`config.mk`:
```
export PLATFORM = sky130hd
export DESIGN_NAME = ordered_list_with_in_shuffle
export DESIGN_NICKNAME = d
export VERILOG_FILES = /design/src/sv/olis_pkg.sv /design/src/sv/olis_ctrl.sv /design/src/sv/olis_dp.sv /design/src/sv/ordered_list_with_in_shuffle.sv
export SDC_FILE = /design/constraint.sdc
export NUM_CORES = 2
export LEC_CHECK = 0
export BUFFER_PORTS_ARGS = -buffer_cell sky130_fd_sc_hd__buf_4
export CAP_MARGIN = 5
export CORE_UTILIZATION = 65
export CTS_BUF_LIST = sky130_fd_sc_hd__clkbuf_4
export CTS_CLUSTER_SIZE = 8
export DETAILED_ROUTE_END_ITERATION = 8
export PLACE_DENSITY = 0.93
export SYNTH_ARGS = -nofsm -noshare
export SYNTH_HDL_FRONTEND = slang
export SYNTH_SLANG_ARGS = --single-unit
```
`constraint.sdc`:
```
create_clock -name clk -period 15.2 [get_ports clk]
set_input_delay 0.76 -clock clk [delete_from_list [all_inputs] [get_ports clk]]
set_output_delay 0.76 -clock clk [all_outputs]
set_load 0.02 [all_outputs]
```
`src/sv/olis_pkg.sv`:
```
package olis_pkg;

	localparam int CAPACITY = 64;
	localparam int ADDR_W   = $clog2(CAPACITY);
	localparam int CNT_W    = $clog2(CAPACITY + 1);
	localparam int VAL_W    = 8;
	localparam int POS_W    = 6;
	localparam int ACT_W    = 4;

	localparam logic [ACT_W-1:0] ACT_APPEND      = 4'd0;
	localparam logic [ACT_W-1:0] ACT_INSERT      = 4'd1;
	localparam logic [ACT_W-1:0] ACT_REMOVE      = 4'd2;
	localparam logic [ACT_W-1:0] ACT_REMOVE_LAST = 4'd3;
	localparam logic [ACT_W-1:0] ACT_READ        = 4'd4;
	localparam logic [ACT_W-1:0] ACT_WRITE       = 4'd5;
	localparam logic [ACT_W-1:0] ACT_SEARCH      = 4'd6;
	localparam logic [ACT_W-1:0] ACT_SHUFFLE     = 4'd7;
	localparam logic [ACT_W-1:0] ACT_CLEAR       = 4'd8;

	typedef enum logic [1:0] {
		ST_OK    = 2'd0,
		ST_RANGE = 2'd1,
		ST_FULL  = 2'd2,
		ST_EMPTY = 2'd3
	} status_t;

	typedef struct packed {
		logic [ACT_W-1:0] action;
		logic [POS_W-1:0] position_in;
		logic [VAL_W-1:0] value_in;
	} item_t;

	typedef struct packed {
		logic [VAL_W-1:0] value_out;
		logic             found;
		logic [POS_W-1:0] position_out;
		logic [CNT_W-1:0] count_out;
		status_t          status;
	} result_t;

	// controller to datapath
	typedef struct packed {
		logic    load;
		logic    issue;
		logic    single_wr;
		logic    cnt_inc;
		logic    cnt_dec;
		logic    cnt_clr;
		logic    flip;
		logic    finish;
		status_t status;
	} dp_cmd_t;

	// datapath to controller
	typedef struct packed {
		logic [ACT_W-1:0] act;
		logic             full;
		logic             empty;
		logic             range;
		logic             few;
		logic             last;
	} dp_stat_t;

endpackage

```
`src/sv/olis_ctrl.sv`:
```
module olis_ctrl (
	input  logic               clk,
	input  logic               arst_n,
	input  logic               item_valid,
	output logic               item_stall,
	output logic               result_valid,
	input  logic               result_stall,
	input  olis_pkg::dp_stat_t stat,
	output olis_pkg::dp_cmd_t  cmd
);

	typedef enum logic [5:0] {
		S_IDLE   = 6'b000001,
		S_DECODE = 6'b000010,
		S_SWEEP  = 6'b000100,
		S_DRAIN  = 6'b001000,
		S_FINAL  = 6'b010000,
		S_FIN    = 6'b100000
	} state_t;

	state_t            state_q, state_d;
	olis_pkg::status_t st_q, st_d;
	logic              out_vld_q, out_vld_d;

	always_comb begin
		cmd     = '0;
		state_d = state_q;
		st_d    = st_q;
		case (state_q)
			S_IDLE: begin
				if (item_valid) begin
					cmd.load = 1'b1;
					state_d  = S_DECODE;
				end
			end
			S_DECODE: begin
				st_d    = olis_pkg::ST_OK;
				state_d = S_FIN;
				case (stat.act)
					olis_pkg::ACT_APPEND: begin
						if (stat.full) st_d = olis_pkg::ST_FULL;
						else state_d = S_FINAL;
					end
					olis_pkg::ACT_INSERT: begin
						if (stat.full) st_d = olis_pkg::ST_FULL;
						else if (stat.range) st_d = olis_pkg::ST_RANGE;
						else state_d = S_SWEEP;
					end
					olis_pkg::ACT_REMOVE, olis_pkg::ACT_READ: begin
						if (stat.empty) st_d = olis_pkg::ST_EMPTY;
						else if (stat.range) st_d = olis_pkg::ST_RANGE;
						else state_d = S_SWEEP;
					end
					olis_pkg::ACT_REMOVE_LAST: begin
						if (stat.empty) st_d = olis_pkg::ST_EMPTY;
						else state_d = S_SWEEP;
					end
					olis_pkg::ACT_WRITE: begin
						if (stat.empty) st_d = olis_pkg::ST_EMPTY;
						else if (stat.range) st_d = olis_pkg::ST_RANGE;
						else state_d = S_FINAL;
					end
					olis_pkg::ACT_SEARCH: begin
						if (!stat.empty) state_d = S_SWEEP;
					end
					olis_pkg::ACT_SHUFFLE: begin
						if (!stat.few) state_d = S_SWEEP;
					end
					olis_pkg::ACT_CLEAR: begin
						cmd.cnt_clr = 1'b1;
					end
					default: begin
						state_d = S_FIN;
					end
				endcase
			end
			S_SWEEP: begin
				cmd.issue = 1'b1;
				if (stat.last) state_d = S_DRAIN;
			end
			S_DRAIN: begin
				// last read data lands this cycle
				cmd.flip    = (stat.act == olis_pkg::ACT_SHUFFLE);
				cmd.cnt_dec = stat.act inside {olis_pkg::ACT_REMOVE, olis_pkg::ACT_REMOVE_LAST};
				state_d     = (stat.act == olis_pkg::ACT_INSERT) ? S_FINAL : S_FIN;
			end
			S_FINAL: begin
				cmd.single_wr = 1'b1;
				cmd.cnt_inc   = (stat.act != olis_pkg::ACT_WRITE);
				state_d       = S_FIN;
			end
			S_FIN: begin
				if (!out_vld_q || !result_stall) begin
					cmd.finish = 1'b1;
					state_d    = S_IDLE;
				end
			end
			default: begin
				state_d = S_IDLE;
			end
		endcase
		cmd.status = st_q;
	end

	assign out_vld_d = cmd.finish | (out_vld_q & result_stall);

	always_ff @(posedge clk or negedge arst_n) begin
		if (!arst_n) begin
			state_q   <= S_IDLE;
			st_q      <= olis_pkg::ST_OK;
			out_vld_q <= 1'b0;
		end else begin
			state_q   <= state_d;
			st_q      <= st_d;
			out_vld_q <= out_vld_d;
		end
	end

	assign item_stall   = (state_q != S_IDLE);
	assign result_valid = out_vld_q;

endmodule

```
`src/sv/olis_dp.sv`:
```
module olis_dp (
	input  logic               clk,
	input  logic               arst_n,
	input  olis_pkg::item_t    item,
	input  olis_pkg::dp_cmd_t  cmd,
	output olis_pkg::dp_stat_t stat,
	output olis_pkg::result_t  result
);

	typedef enum logic [1:0] {
		K_MOVE = 2'd0,
		K_CAP  = 2'd1,
		K_CMP  = 2'd2
	} kind_t;

	logic [olis_pkg::ACT_W-1:0] act_q;
	logic [olis_pkg::POS_W-1:0] pos_q;
	logic [olis_pkg::VAL_W-1:0] val_q;

	logic [olis_pkg::CNT_W-1:0] cnt_q;
	logic [olis_pkg::CNT_W-1:0] idx_q;
	logic                       bank_q;

	logic [olis_pkg::VAL_W-1:0] mem_a [olis_pkg::CAPACITY];
	logic [olis_pkg::VAL_W-1:0] mem_b [olis_pkg::CAPACITY];
	logic [olis_pkg::VAL_W-1:0] rd_a_s1, rd_b_s1;

	logic                        vld_s1;
	kind_t                       kind_s1;
	logic [olis_pkg::ADDR_W-1:0] dst_s1;
	logic                        tgt_s1;
	logic                        bank_s1;
	logic [olis_pkg::POS_W-1:0]  k_s1;
	logic [olis_pkg::VAL_W-1:0]  rd_data;

	logic [olis_pkg::VAL_W-1:0] vout_q;
	logic                       found_q;
	logic [olis_pkg::POS_W-1:0] fpos_q;
	olis_pkg::result_t          res_q;

	logic [olis_pkg::CNT_W-1:0] pos_ext, half, kh, n, src, dst;
	kind_t                      kind;
	logic                       tgt;

	logic                        wr_move, wr_en, wr_bank;
	logic [olis_pkg::ADDR_W-1:0] wr_addr, rd_addr;
	logic [olis_pkg::VAL_W-1:0]  wr_data;

	assign pos_ext = olis_pkg::CNT_W'(pos_q);
	assign half    = cnt_q >> 1;
	assign kh      = idx_q >> 1;

	// sweep length and per-step addresses
	always_comb begin
		n    = olis_pkg::CNT_W'(1);
		src  = '0;
		dst  = '0;
		kind = K_CAP;
		tgt  = bank_q;
		case (act_q)
			olis_pkg::ACT_INSERT: begin
				n    = cnt_q - pos_ext;
				src  = cnt_q - idx_q - olis_pkg::CNT_W'(1);
				dst  = cnt_q - idx_q;
				kind = K_MOVE;
			end
			olis_pkg::ACT_REMOVE: begin
				n    = cnt_q - pos_ext;
				src  = pos_ext + idx_q;
				dst  = src - olis_pkg::CNT_W'(1);
				kind = (idx_q == '0) ? K_CAP : K_MOVE;
			end
			olis_pkg::ACT_REMOVE_LAST: begin
				src = cnt_q - olis_pkg::CNT_W'(1);
			end
			olis_pkg::ACT_READ: begin
				src = pos_ext;
			end
			olis_pkg::ACT_SEARCH: begin
				n    = cnt_q;
				src  = idx_q;
				kind = K_CMP;
			end
			olis_pkg::ACT_SHUFFLE: begin
				// odd leftover: last even step lands on count-1 itself
				n    = cnt_q;
				src  = idx_q[0] ? kh : (half + kh);
				dst  = idx_q;
				kind = K_MOVE;
				tgt  = ~bank_q;
			end
			default: begin
				n = olis_pkg::CNT_W'(1);
			end
		endcase
	end

	assign rd_addr = olis_pkg::ADDR_W'(src);
	assign rd_data = bank_s1 ? rd_b_s1 : rd_a_s1;

	assign wr_move = vld_s1 && (kind_s1 == K_MOVE);
	assign wr_en   = wr_move || cmd.single_wr;
	assign wr_bank = wr_move ? tgt_s1 : bank_q;
	assign wr_data = wr_move ? rd_data : val_q;
	always_comb begin
		if (wr_move) wr_addr = dst_s1;
		else if (act_q == olis_pkg::ACT_APPEND) wr_addr = cnt_q[olis_pkg::ADDR_W-1:0];
		else wr_addr = olis_pkg::ADDR_W'(pos_q);
	end

	always_ff @(posedge clk) begin
		if (wr_en && !wr_bank) mem_a[wr_addr] <= wr_data;
		if (cmd.issue) rd_a_s1 <= mem_a[rd_addr];
	end

	always_ff @(posedge clk) begin
		if (wr_en && wr_bank) mem_b[wr_addr] <= wr_data;
		if (cmd.issue) rd_b_s1 <= mem_b[rd_addr];
	end

	always_ff @(posedge clk) begin
		if (cmd.load) begin
			act_q <= item.action;
			pos_q <= item.position_in;
			val_q <= item.value_in;
		end
		if (cmd.issue) begin
			kind_s1 <= kind;
			dst_s1  <= olis_pkg::ADDR_W'(dst);
			tgt_s1  <= tgt;
			bank_s1 <= bank_q;
			k_s1    <= olis_pkg::POS_W'(idx_q);
		end
		if (cmd.load) begin
			vout_q  <= '0;
			found_q <= 1'b0;
			fpos_q  <= '0;
		end else if (vld_s1) begin
			if (kind_s1 == K_CAP) vout_q <= rd_data;
			if (kind_s1 == K_CMP && !found_q && rd_data == val_q) begin
				found_q <= 1'b1;
				fpos_q  <= k_s1;
			end
		end
		if (cmd.finish) begin
			res_q.value_out    <= vout_q;
			res_q.found        <= found_q;
			res_q.position_out <= fpos_q;
			res_q.count_out    <= cnt_q;
			res_q.status       <= cmd.status;
		end
	end

	always_ff @(posedge clk or negedge arst_n) begin
		if (!arst_n) begin
			cnt_q  <= '0;
			idx_q  <= '0;
			bank_q <= 1'b0;
			vld_s1 <= 1'b0;
		end else begin
			vld_s1 <= cmd.issue;
			if (cmd.load) idx_q <= '0;
			else if (cmd.issue) idx_q <= idx_q + olis_pkg::CNT_W'(1);
			if (cmd.cnt_clr) cnt_q <= '0;
			else if (cmd.cnt_inc) cnt_q <= cnt_q + olis_pkg::CNT_W'(1);
			else if (cmd.cnt_dec) cnt_q <= cnt_q - olis_pkg::CNT_W'(1);
			if (cmd.flip) bank_q <= ~bank_q;
		end
	end

	assign stat.act   = act_q;
	assign stat.full  = (cnt_q == olis_pkg::CNT_W'(olis_pkg::CAPACITY));
	assign stat.empty = (cnt_q == '0);
	assign stat.range = (pos_ext >= cnt_q);
	assign stat.few   = (cnt_q < olis_pkg::CNT_W'(2));
	assign stat.last  = (idx_q == n - olis_pkg::CNT_W'(1));

	assign result = res_q;

endmodule

```
`src/sv/ordered_list_with_in_shuffle.sv`:
```
// Each item is decoded first; a status-only or empty action then finishes, append and write do a
// single write, read and remove last read one entry, remove sweeps count-position entries, insert
// sweeps count-position entries then writes, search and shuffle sweep count entries; the sweep
// reads one entry per cycle. The next item is taken once the result is stored.
// Reset (arst_n low, asynchronous): list empty, no result pending; entry storage is not cleared.
module ordered_list_with_in_shuffle (
	input  logic              clk,
	input  logic              arst_n,
	input  logic              item_valid,
	output logic              item_stall,
	input  olis_pkg::item_t   item,
	output logic              result_valid,
	input  logic              result_stall,
	output olis_pkg::result_t result
);

	// Controller sequences each action: decode against count and position, sweep the entry
	// memory one address per cycle where entries must be read or moved, drain the read pipeline, do a
	// single write where needed, then hold the result until the output register is free.
	olis_pkg::dp_cmd_t  cmd;
	olis_pkg::dp_stat_t stat;

	olis_ctrl u_ctrl (
		.clk          (clk),
		.arst_n       (arst_n),
		.item_valid   (item_valid),
		.item_stall   (item_stall),
		.result_valid (result_valid),
		.result_stall (result_stall),
		.stat         (stat),
		.cmd          (cmd)
	);

	// Datapath holds the item, the count, two entry banks (shuffle copies into the idle bank
	// and then swaps banks), the one-stage read pipeline and the result register.
	olis_dp u_dp (
		.clk    (clk),
		.arst_n (arst_n),
		.item   (item),
		.cmd    (cmd),
		.stat   (stat),
		.result (result)
	);

endmodule

```
==> results.json <==
{
  "status": "finished with violations",
  "violations": "slew limit",
  "layout_common_cells": "1098 x edfxtp_1, 407 x clkbuf_4, 204 x mux2i_1",
  "max_slew_margin": -0.0609,
  "rows": 98,
  "post_cts_resized": 0,
  "clockBufferDepth": 4,
  "crit_arrival_ns": 7.44,
  "hold_viol_final": 0,
  "drive_above_1_share": 0.201,
  "clk_pin_slew_ns": 0.07,
  "grt_max_degree": 163,
  "startpoint": "u_dp.idx_q[0]",
  "cts_sinks": 1138,
  "p_sw_mw": 2.53,
  "timing.final.ws_setup_ns": 8.79,
  "endpoint": "u_dp.rd_b_s1[1]",
  "r2r.worst_path.cells": 14,
  "initial_core_util": 0.660,
  "critical_path.endpoint_type": "flip-flop",
  "p_seq_frac": 0.457,
  "drtIter0Drc": 5868,
  "maxCapViolCount": 0,
  "post-route-min-period_ns": 6.41,
  "drt_wl_total_um": 130000,
  "syn_inst": 3074,
  "cts_hold_buf": 23,
  "wl_per_cell_um": 29.5,
  "gp_congestion": 0.946,
  "overflow": 0,
  "worstPathRequired_ns": 16.23,
  "cts_setup_buffers": 0,
  "fin_nets": 3343,
  "dpl_cell_area_mm2": 0.0485,
  "async_reset_ff_frac": 0.0220,
  "p_clk_frac": 0.314,
  "die_height_um": 272,
  "r2r-end": "u_dp.rd_b_s1[1]",
  "dr.pass1.iters": 9,
  "p_int_mw": 5.43,
  "synth.avg_cell_area_um2": 15.4,
  "worstReg2RegStart": "u_dp.idx_q[0]",
  "worstSetupPathType": "reg2reg",
  "antenna_found_initial": 6,
  "worstPathMaxFanout": 62,
  "setup_tns_ns": 0,
  "utilization": 0.726,
  "place_ws_ns": 9.36,
  "syn_nets": 3128,
  "die_x_um": 272,
  "cts_buffers": 293,
  "grt_pass1_vias": 30900,
  "post-route-period-util": 0.422,
  "hpwl_um": 73700,
  "synth_ff_type": "edfxtp_1",
  "r2r_slack_ns": 8.79,
  "setup_violations": 0,
  "ios": 48,
  "skew_ns": 0.0992,
  "peakVddDrop_mv": 0.119,
  "pwr_density_cell_mw_per_mm2": 153,
  "synth_edf_count": 1098,
  "fillers": 3960,
  "final_max_slew_viol_count": 3,
  "clk_latency_ns": 1.17,
  "antenna_left": 0,
  "cts_tree": "yes",
  "routed_via_density": 7.11,
  "port-buffer-count": 47,
  "syn-cell-area_mm2": 0.0475,
  "ys_ff_latch": 1138,
  "p_comb_frac": 0.229,
  "h-tree-depth": 5,
  "fp.dieArea_mm2": 0.0741,
  "area_growth_pct": 9.97,
  "switching_share": 0.318,
  "synth-seq-area-share": 0.714,
  "min_path_type": "in2reg",
  "grt.total_usage": 0.352,
  "grt_pass1_wl_um": 191000,
  "hold_start": "item[0]",
  "critPathLaunchType": "flip-flop",
  "core_mm2": 0.0719,
  "tightest_slew_ns": 1.59,
  "ys_types": 88,
  "fin_area_mm2": 0.0522,
  "rsz0062_at_grt": "no",
  "timing.fmax_ghz": 0.156,
  "yosys_warnings": 0,
  "route.vias.total": 31500,
  "final_common_cell": "edfxtp_1",
  "drc": 0,
  "leakagePower_nw": 17.4,
  "root_buffer": "clkbuf_4"
}
==> flip-flops by register name (all words and copies together) (netlist names), 2 cells and up <==
| register | flops |
|---|---|
| u_dp.act_q | 4 |
| u_ctrl.state_q | 6 |
| u_dp.val_q | 8 |
| u_dp.result | 24 |
| u_dp.cnt_q | 7 |
| u_dp.fpos_q | 6 |
| u_dp.mem_b | 512 |
| u_dp.rd_b_s1 | 8 |
| u_dp.kind_s1 | 2 |
| u_ctrl.st_q | 2 |
| u_dp.vout_q | 8 |
| u_dp.k_s1 | 6 |
| u_dp.dst_s1 | 6 |
| u_dp.idx_q | 7 |
| u_dp.rd_a_s1 | 8 |
| u_dp.mem_a | 512 |
| u_dp.pos_q | 6 |
==> per-layer routing <==
| layer | routed length (µm) | GRT usage |
|---|---|---|
| met2 | 60200 | 0.539 |
| met3 | 18600 | 0.120 |
| met5 | 59 | 0 |
| met4 | 9580 | 0.228 |
| met1 | 42000 | 0.430 |
==> Yosys cell counts (14+ instances only) <==
cell type | n | area, µm²
o211ai_1 | 49 | 368
a211o_1 | 20 | 175
nand2_1 | 193 | 724
ha_1 | 28 | 350
o211a_1 | 17 | 170
mux2_2 | 67 | 754
a211oi_1 | 15 | 113
mux2i_1 | 204 | 2040
edfxtp_1 | 1098 | 33000
or4_1 | 17 | 128
xnor2_1 | 29 | 254
xor2_1 | 17 | 149
a32oi_1 | 16 | 140
inv_1 | 27 | 101
o22ai_1 | 46 | 288
a21oi_1 | 151 | 756
buf_6 | 16 | 180
buf_2 | 57 | 285
nand4_1 | 23 | 144
a221oi_1 | 30 | 263
o2111ai_1 | 16 | 140
o22a_1 | 31 | 272
buf_4 | 19 | 143
dfrtp_1 | 24 | 601
clkbuf_1 | 98 | 368
nor2_1 | 205 | 769
a221o_1 | 15 | 150
nor3_1 | 14 | 70.1
o21ai_0 | 85 | 425
mux4_2 | 64 | 1440
nand3_1 | 176 | 881
dfxtp_1 | 15 | 300
a22oi_1 | 24 | 180
==> metrics by stage <==
step                power (mW)  cells  hold slack (ns)
finish                    7.96   4426            0.351
global route              8.15   4425            0.284
floorplan                 4.87   3074            0.408
CTS                       7.85   4416            0.254
global placement          5.32   3919            0.419
detailed placement        5.40   3919            0.423
==> final cells by class <==
cell class / count / area (µm²) / area share
flip-flops and latches: 1138 / 33900 / 0.650
multi-input cells: 1706 / 12600 / 0.242
clock buffers: 407 / 3060 / 0.0585
well taps: 950 / 1190 / 0.0228
repair buffers: 122 / 993 / 0.0190
clock inverters: 67 / 322 / 0.00616
inverters: 28 / 105 / 0.00201
diodes: 8 / 20.0 / 0.000384
==> worst max-delay path: stages (launching register included) <==
cell and delay, ns:
dfrtp_1 0.74, ha_1 0.28, inv_1 0.06, fa_1 0.50, inv_1 0.07, ha_1 0.23, xnor3_1 0.37, nor2_1 0.25
a211o_1 0.14, buf_4 0.49, nor2_4 0.27, nand2_1 1.03, o22ai_1 0.31, a221oi_1 1.27, a221o_1 0.30
==> power groups by stage <==
stage / registers [mW] / logic [mW] / clock network [mW]
after floorplan: 3.71 / 1.15 / 0
after global placement: 3.70 / 1.62 / 0
after detailed placement: 3.70 / 1.70 / 0
after CTS: 3.64 / 1.73 / 2.49
after global routing: 3.64 / 1.87 / 2.64
final: 3.64 / 1.83 / 2.50
==> how the worst min path moves through the flow <==
stage          cells past startpoint  slack, ns              end
6_report                           2       0.35    u_dp.val_q[0]
5_1_grt                            2       0.28    u_dp.val_q[0]
4_1_cts                            2       0.25    u_dp.val_q[5]
3_5_place_dp                       0       0.42  u_dp.result[19]
3_3_place_gp                       0       0.42  u_dp.result[12]
2_1_floorplan                      0       0.41  u_dp.result[10]
==> cell families (layout without fill, tap and decap cells) <==
logic type,count (synthesis),in the layout,share of synthesized area
fa+ha+maj,32,32,0.00907
xor+xnor,47,47,0.00896
flops,1138,1138,0.714
compound gates,566,566,0.0813
mux,335,335,0.0893
buf+inv,230,624,0.0237
other cells,0,8,0
simple gates,726,726,0.0733
Power figures use the tool's default switching activity.
